<file path="src/grid_lof_pkg.sv">
// ----------------------------------------------------------------------------
// grid_lof_pkg
// Shared types and constants for the grid line-of-fire checker.
// ----------------------------------------------------------------------------
package grid_lof_pkg;

  localparam int CoordW = 6;   // width of one cell coordinate on the ports
  localparam int RegW   = 7;   // width of the grid size registers
  localparam int PosW   = 8;   // signed walk position, covers -1 .. 127
  localparam int DW     = 10;  // signed decision term

  // request command codes
  localparam logic CMD_WRITE = 1'b0;
  localparam logic CMD_QUERY = 1'b1;

  // configuration register indexes
  localparam logic REG_GRID_WIDTH  = 1'b0;
  localparam logic REG_GRID_HEIGHT = 1'b1;

  typedef enum logic [2:0] {
    ST_CLEAR,
    ST_IDLE,
    ST_INIT,
    ST_WALK,
    ST_SIDE1,
    ST_SIDE2,
    ST_DONE
  } state_t;

  // which cell the map read port looks at
  typedef enum logic [1:0] {
    RD_NEXT,
    RD_SIDE1,
    RD_SIDE2
  } rd_sel_t;

  typedef struct packed {
    logic    load;
    logic    wr_en;
    logic    clr_en;
    rd_sel_t rd_sel;
    logic    move;
    logic    res_set;
    logic    res_val;
    logic    out_push;
  } cmd_t;

  typedef struct packed {
    logic clr_done;
    logic ends_ok;
    logic pos_in;
    logic at_tgt;
    logic blk;
    logic tie;
    logic side1_in;
    logic side2_in;
    logic out_free;
  } sts_t;

endpackage

</file>
<file path="src/grid_lof_ctrl.sv">
// ----------------------------------------------------------------------------
// grid_lof_ctrl
// Sequencer for map clearing, cell writes and the line walk of a query.
// ----------------------------------------------------------------------------
module grid_lof_ctrl
  import grid_lof_pkg::*;
(
  input  logic clk,
  input  logic rst_n,
  input  logic in_valid,
  input  logic in_cmd,
  output logic in_stall,
  input  sts_t sts,
  output cmd_t cmd
);

  state_t state_r, state_nxt;

  always_ff @(posedge clk) begin
    if (!rst_n) begin
      state_r <= ST_CLEAR;
    end else begin
      state_r <= state_nxt;
    end
  end

  // next state
  always_comb begin
    state_nxt = state_r;
    case (state_r)
      ST_CLEAR: begin
        if (sts.clr_done) state_nxt = ST_IDLE;
      end
      ST_IDLE: begin
        if (in_valid && in_cmd == CMD_QUERY) state_nxt = ST_INIT;
      end
      ST_INIT: begin
        if (!sts.ends_ok || sts.at_tgt) state_nxt = ST_DONE;
        else if (sts.tie)               state_nxt = ST_SIDE1;
        else                            state_nxt = ST_WALK;
      end
      ST_WALK: begin
        if (!sts.pos_in || sts.at_tgt || sts.blk) state_nxt = ST_DONE;
        else if (sts.tie)                         state_nxt = ST_SIDE1;
        else                                      state_nxt = ST_WALK;
      end
      ST_SIDE1: begin
        if (sts.side1_in && sts.blk) state_nxt = ST_DONE;
        else                         state_nxt = ST_SIDE2;
      end
      ST_SIDE2: begin
        if (sts.side2_in && sts.blk) state_nxt = ST_DONE;
        else                         state_nxt = ST_WALK;
      end
      ST_DONE: begin
        if (sts.out_free) state_nxt = ST_IDLE;
      end
      default: state_nxt = ST_IDLE;
    endcase
  end

  // outputs
  always_comb begin
    cmd        = '0;
    cmd.rd_sel = RD_NEXT;
    in_stall   = (state_r != ST_IDLE);
    case (state_r)
      ST_CLEAR: begin
        cmd.clr_en = 1'b1;
      end
      ST_IDLE: begin
        if (in_valid) begin
          if (in_cmd == CMD_QUERY) cmd.load  = 1'b1;
          else                     cmd.wr_en = 1'b1;
        end
      end
      ST_INIT: begin
        if (!sts.ends_ok) begin
          cmd.res_set = 1'b1;
        end else if (sts.at_tgt) begin
          cmd.res_set = 1'b1;
          cmd.res_val = 1'b1;
        end else if (sts.tie) begin
          cmd.rd_sel = RD_SIDE1;
        end else begin
          cmd.move = 1'b1;
        end
      end
      ST_WALK: begin
        if (!sts.pos_in) begin
          cmd.res_set = 1'b1;
        end else if (sts.at_tgt) begin
          cmd.res_set = 1'b1;
          cmd.res_val = 1'b1;
        end else if (sts.blk) begin
          cmd.res_set = 1'b1;
        end else if (sts.tie) begin
          cmd.rd_sel = RD_SIDE1;
        end else begin
          cmd.move = 1'b1;
        end
      end
      ST_SIDE1: begin
        if (sts.side1_in && sts.blk) cmd.res_set = 1'b1;
        else                         cmd.rd_sel  = RD_SIDE2;
      end
      ST_SIDE2: begin
        if (sts.side2_in && sts.blk) cmd.res_set = 1'b1;
        else                         cmd.move    = 1'b1;
      end
      ST_DONE: begin
        cmd.out_push = sts.out_free;
      end
      default: begin
        cmd = '0;
      end
    endcase
  end

endmodule

</file>
<file path="config.mk">
export PLATFORM = sky130hd
export DESIGN_NAME = grid_lof_ctrl
export DESIGN_NICKNAME = d
export VERILOG_FILES = /design/src/grid_lof_pkg.sv /design/src/grid_lof_ctrl.sv
export SDC_FILE = /design/constraint.sdc
export NUM_CORES = 1
export LEC_CHECK = 0
export BUFFER_PORTS_ARGS = -buffer_cell sky130_fd_sc_hd__buf_4
export CORE_AREA = 2 2 39 41
export CTS_CLUSTER_DIAMETER = 60
export DETAILED_ROUTE_END_ITERATION = 10
export DIE_AREA = 0 0 41 43
export RECOVER_POWER = 25
export SETUP_SLACK_MARGIN = 0.15
export SLEW_MARGIN = 30
export SYNTH_ARGS = -nofsm -noshare
export SYNTH_HDL_FRONTEND = slang
export SYNTH_SLANG_ARGS = --single-unit
export TNS_END_PERCENT = 30
</file>
<file path="constraint.sdc">
create_clock -name clk -period 1.4 [get_ports clk]
set_clock_uncertainty 0.15 [all_clocks]
set_input_delay 0.07 -clock clk [delete_from_list [all_inputs] [get_ports clk]]
set_output_delay 0.07 -clock clk [all_outputs]
set_load 0.02 [all_outputs]
</file>
==> results of run 1 <==
## cells by family after synthesis
logic type / count (synthesis) / synth area share [%]
flops: 3 / 15.0
fa+ha+maj: 1 / 3.12
buf+inv: 4 / 4.69
simple gates: 30 / 43.1
compound gates: 14 / 29.1
mux: 2 / 5.00
## worst max-delay path, cell delays in order, from the launching register on
cell and delay [ns]:
dfxtp_4 0.36, nor4bb_4 0.24, a21oi_4 0.07, buf_6 0.13
a21oi_2 0.11, nor2_1 0.05, buf_4 0.15
## per-stage QoR
step / TNS [ns] / hold WS [ns]
2_1_floorplan: -0.0853 / 0.0284
3_3_place_gp: -0.210 / 0.159
3_5_place_dp: -0.238 / 0.159
4_1_cts: -0.876 / 0.0184
5_1_grt: -1.85 / 0.0405
6_report: -1.06 / 0.0235
## power by group
part           leakage [uW]  switching, uW  internal (uW)
clock network     0.0000150           47.2            107
registers         0.0000266           5.08           85.1
logic              0.000298           67.6           82.2
total              0.000340            120            274
## per-layer routing
metal / track usage [%] / routed length [um] / vias up
met1: 20.5 / 558 / 257
met2: 29.4 / 719 / 23
met4: 9.33 / 35 / 0
li1: - / - / 275
met3: 6.28 / 81 / 4
met5: 0 / 0 / -
## path summary, 6_finish.rpt
kind / slack [ns] / endpoint / cells after the start
setup / recovery: -0.19 / cmd[2] / 6
hold / removal: 0.02 / state_r[2]$_SDFFE_PN0P_ / 4
setup reg to reg: -0.13 / state_r[0]$_SDFFE_PN0P_ / 4
hold reg to reg: 0.55 / state_r[1]$_SDFFE_PN0P_ / 3
## layout make-up
type | instances | area share (%)
Timing Repair Buffer | 37 | 35.9
Clock buffer | 4 | 3.12
Sequential cell | 3 | 8.46
Inverter | 1 | 0.742
Tap cell | 16 | 2.37
Multi-Input combinational cell | 47 | 49.4
## synthesized netlist by cell type (all sizes together), types with 2 or more instances
cell type	count	area (um2)
a21oi	3	26.3
buf	3	15.0
dfxtp	3	60.1
mux2i	2	20.0
nand2	9	33.8
nand2b	2	12.5
nor2	9	33.8
nor3	2	10.0
nor3b	2	15.0
o21ai	3	15.0
## what timing repair did
action	in CTS	in global routing
pin swaps	8	4
hold buffers	1	0
resized for setup	18	5
setup endpoints to repair	13	12
buffers inserted	4	1
endpoints found under the hold margin	1	0
==> out/qor.txt, run 1 <==
Gr ovfl total: 0
DRC Markers: 0
VDD IR max: 0.000583 V
Die area: 0.00176 mm2
Yosys cell types: 27
Crit. End Element: output pin
Port bufs: 22
Hold_sp: sts[0]
Mapped Nets: 68
Cell area power density: 467 mW/mm2
Post-route cell area: 843 um2
Failing checks: negative setup slack
Post-synth EDFFs: 0
Final Hold Vio Count: 0
Arrival time worst endpoint: 1.37 ns
Post-route ant nets: 0
DP HPWL: 1070 um
First-pass DRT Iterations: 4
Yosys warns: 0
First-pass GRT wire length: 2200 um
Status: finished, violations left
Total clock sinks: 3
DP Worst Slack: -0.0746 ns
Final core utilization: 60.9%
GRT Util Overall: 18.5%
Slew @ Worst Pin: 0.301 ns
Initial antenna violation count: 0
Crit path from: state_r[0]$_SDFFE_PN0P_
H-Tree Depth: 1
Multi-input gate area: 417 um2
Leakage: 0.000340 uW
Largest register FFs: 3
Sequential share of the synthesized area: 15.0%
Crit path max fanout: 5
Placed cells: 98
Worst Setup Start Kind: flip-flop
Max_cap viols: 0
Starting density of the core: 28.9%
Mapped Area: 400 um2
Final GP Congestion: 0.776
Placement Rows: 14
Final period util: 113%
Post-DP Area: 706 um2
Max_slew headroom: 79.9%
Post-Layout Cell Count: 108
# fillers: 137
Slew Viols, Final: 0
Horiz. Die Dim: 41 um
P&R area growth vs syn: 111%
Num ports: 23
Top Registers: state_r x3
Number of global-route vias before repair: 525
Register area: 71.3 um2
WL/cell: 12.9 um
Fraction of registers with async set/reset: 0%
TritonCTS clock tree: built
Total power: 394 uW
Ys flop type: dfxtp_1
Via count: 559
Min setup slack post-route: -0.186 ns
Fraction of layout cells with a size suffix above 1: 67.4%
Min-Delay Path Class: in -> reg
Final Critical Period: 1.59 ns
Largest register by flop count: state_r
Post-Route WL: 1400 um
Critical Path RT: 1.18 ns
#FFs+latches synth: 3
Largest net degree at the start of global routing: 12
Root Driver: clkbuf_4
Layout Nets: 107
Kind of critical path: reg -> out
CTS buffer count: 3
Clk_lat worst skew: 0.24 ns
Cells after Synth: 54
Avg Vias per Cell: 5.18
Core Area: 0.00138 mm2
Most common cell after layout, fill and taps aside: buf_4
Clock transition at path regs: 0.04 ns
Mean Syn Cell Area: 7.41 um2
ANT cells: 0
Max Clk Rate: 631 MHz
Detailed Route Iter0 Violations: 6
Clock buffer depth: 2
Commonest non-fill, non-tap cells in the layout: 30 x buf_4, 8 x nand2_1, 6 x nor2_1, 6 x buf_6
Final setup viols: 11
Worst r2r src: state_r[1]$_SDFFE_PN0P_
Unrepaired setup endpoints after global routing: yes
Die height: 43 um
(Power assumes the default switching activity.)
==> inputs of run 2 (changes only) <==
--- a/config.mk
+++ b/config.mk
@@ -11,9 +11,10 @@
 export DETAILED_ROUTE_END_ITERATION = 10
 export DIE_AREA = 0 0 41 43
 export RECOVER_POWER = 25
+export REMOVE_ABC_BUFFERS = 1
 export SETUP_SLACK_MARGIN = 0.15
 export SLEW_MARGIN = 30
 export SYNTH_ARGS = -nofsm -noshare
 export SYNTH_HDL_FRONTEND = slang
 export SYNTH_SLANG_ARGS = --single-unit
-export TNS_END_PERCENT = 30
+export TNS_END_PERCENT = 20
==> out/qor.txt, run 2 (synthesis results as in run 1) <==
Min setup slack post-route: -0.187 ns
Total clock sinks: 3
H-Tree Depth: 1
Max Clk Rate: 630 MHz
Min-Delay Path Class: in -> reg
Final GP Congestion: 0.822
VDD IR max: 0.000318 V
Final setup viols: 9
Placement Rows: 14
Final Critical Period: 1.59 ns
Most common cell after layout, fill and taps aside: buf_4
Cell area power density: 472 mW/mm2
Starting density of the core: 28.9%
Clock buffer depth: 2
Largest register by flop count: state_r
Clock transition at path regs: 0.04 ns
Gr ovfl total: 0
Kind of critical path: reg -> reg
DP HPWL: 1030 um
Arrival time worst endpoint: 1.54 ns
Worst Setup Start Kind: flip-flop
Final period util: 113%
Horiz. Die Dim: 41 um
ANT cells: 0
Die area: 0.00176 mm2
Avg Vias per Cell: 5.00
WL/cell: 12.7 um
Post-Layout Cell Count: 110
Status: finished, violations left
Top Registers: state_r x3
Slew @ Worst Pin: 0.295 ns
Initial antenna violation count: 0
First-pass DRT Iterations: 4
Root Driver: clkbuf_4
GRT Util Overall: 19.4%
Layout Nets: 109
Failing checks: negative setup slack
Num ports: 23
Clk_lat worst skew: 0.23 ns
Critical Path RT: 1.35 ns
Detailed Route Iter0 Violations: 9
Final Hold Vio Count: 0
Max_cap viols: 0
Commonest non-fill, non-tap cells in the layout: 33 x buf_4, 8 x nor2_1, 8 x nand2_1
Fraction of layout cells with a size suffix above 1: 60.6%
Die height: 43 um
TritonCTS clock tree: built
# fillers: 137
Core Area: 0.00138 mm2
Number of global-route vias before repair: 561
Largest net degree at the start of global routing: 7
Leakage: 0.000345 uW
Placed cells: 102
Total power: 375 uW
DRC Markers: 0
Port bufs: 22
Post-route ant nets: 0
Crit. End Element: flip-flop
Via count: 550
Max_slew headroom: 80.3%
Slew Viols, Final: 0
Unrepaired setup endpoints after global routing: yes
Crit path max fanout: 5
CTS buffer count: 3
P&R area growth vs syn: 98.4%
Largest register FFs: 3
First-pass GRT wire length: 2300 um
Final core utilization: 57.4%
Post-Route WL: 1390 um
Hold Slack: 0.0396 ns
==> run 2: cell types whose count changed in the layout (fill, tap and decap cells not counted), moves of 2 or more <==
cell	change
buf_4	+3
buf_6	-2
nor2_2	-3
nor2_1	+2
==> run 2: path summary, 6_finish.rpt <==
check	from	endpoint	slack (ns)	depth (start not counted)
setup / recovery	state_r[1]$_SDFFE_PN0P_	state_r[0]$_SDFFE_PN0P_	-0.19	6
hold / removal	sts[0]	state_r[2]$_SDFFE_PN0P_	0.04	4
setup reg to reg	state_r[1]$_SDFFE_PN0P_	state_r[0]$_SDFFE_PN0P_	-0.19	6
hold reg to reg	state_r[2]$_SDFFE_PN0P_	state_r[2]$_SDFFE_PN0P_	0.50	3
==> run 2: per-stage QoR <==
stage	TNS, ns	instance area [um2]	setup WS (ns)
CTS	-1.28	771	-0.189
global placement	-0.317	668	-0.0967
floorplan	-1.26	385	-0.480
finish	-1.04	795	-0.187
detailed placement	-0.376	668	-0.116
global route	-1.75	795	-0.259
==> run 2: final cells by class <==
| cell class | instances | area, um2 | area share [%] |
|---|---|---|---|
| Clock buffer | 4 | 26.3 | 3.31 |
| Multi-Input combinational cell | 47 | 368 | 46.3 |
| Tap cell | 16 | 20.0 | 2.52 |
| Inverter | 1 | 3.75 | 0.472 |
| Sequential cell | 3 | 68.8 | 8.66 |
| Timing Repair Buffer | 39 | 308 | 38.7 |
==> run 2: power by group <==
| group | internal [uW] | switching [uW] | total (uW) | leakage [uW] |
|---|---|---|---|---|
| clock | 107 | 41.6 | 148 | 0.0000150 |
| sequential | 87.0 | 5.37 | 92.4 | 0.0000263 |
| combinational | 73.3 | 60.7 | 134 | 0.000304 |
| total | 267 | 108 | 375 | 0.000345 |
==> run 2: layer usage <==
layer / share of wire, % / track usage (%) / vias to the layer above
met4: 0.57 / 10.7 / 0
met3: 5.6 / 4.19 / 2
met2: 52 / 30.3 / 18
li1: - / - / 277
met5: 0 / 0 / -
met1: 42 / 23.1 / 253
==> run 2: critical path: stages (launching register included) <==
cell and delay, ns:
dfxtp_4 0.37, buf_6 0.12, nand2b_4 0.12, buf_4 0.10, o32ai_2 0.06, buf_4 0.14
o41a_1 0.39
==> run 2: what timing repair did <==
action / 4_1_cts / 5_1_grt
endpoints found under the setup margin: 13 / 13
pin swaps: 6 / 3
hold buffers: 1 / 0
hold endpoints to repair: 1 / 0
gates resized for setup: 13 / 8
setup buffers: 3 / 0
cloned: 0 / 0
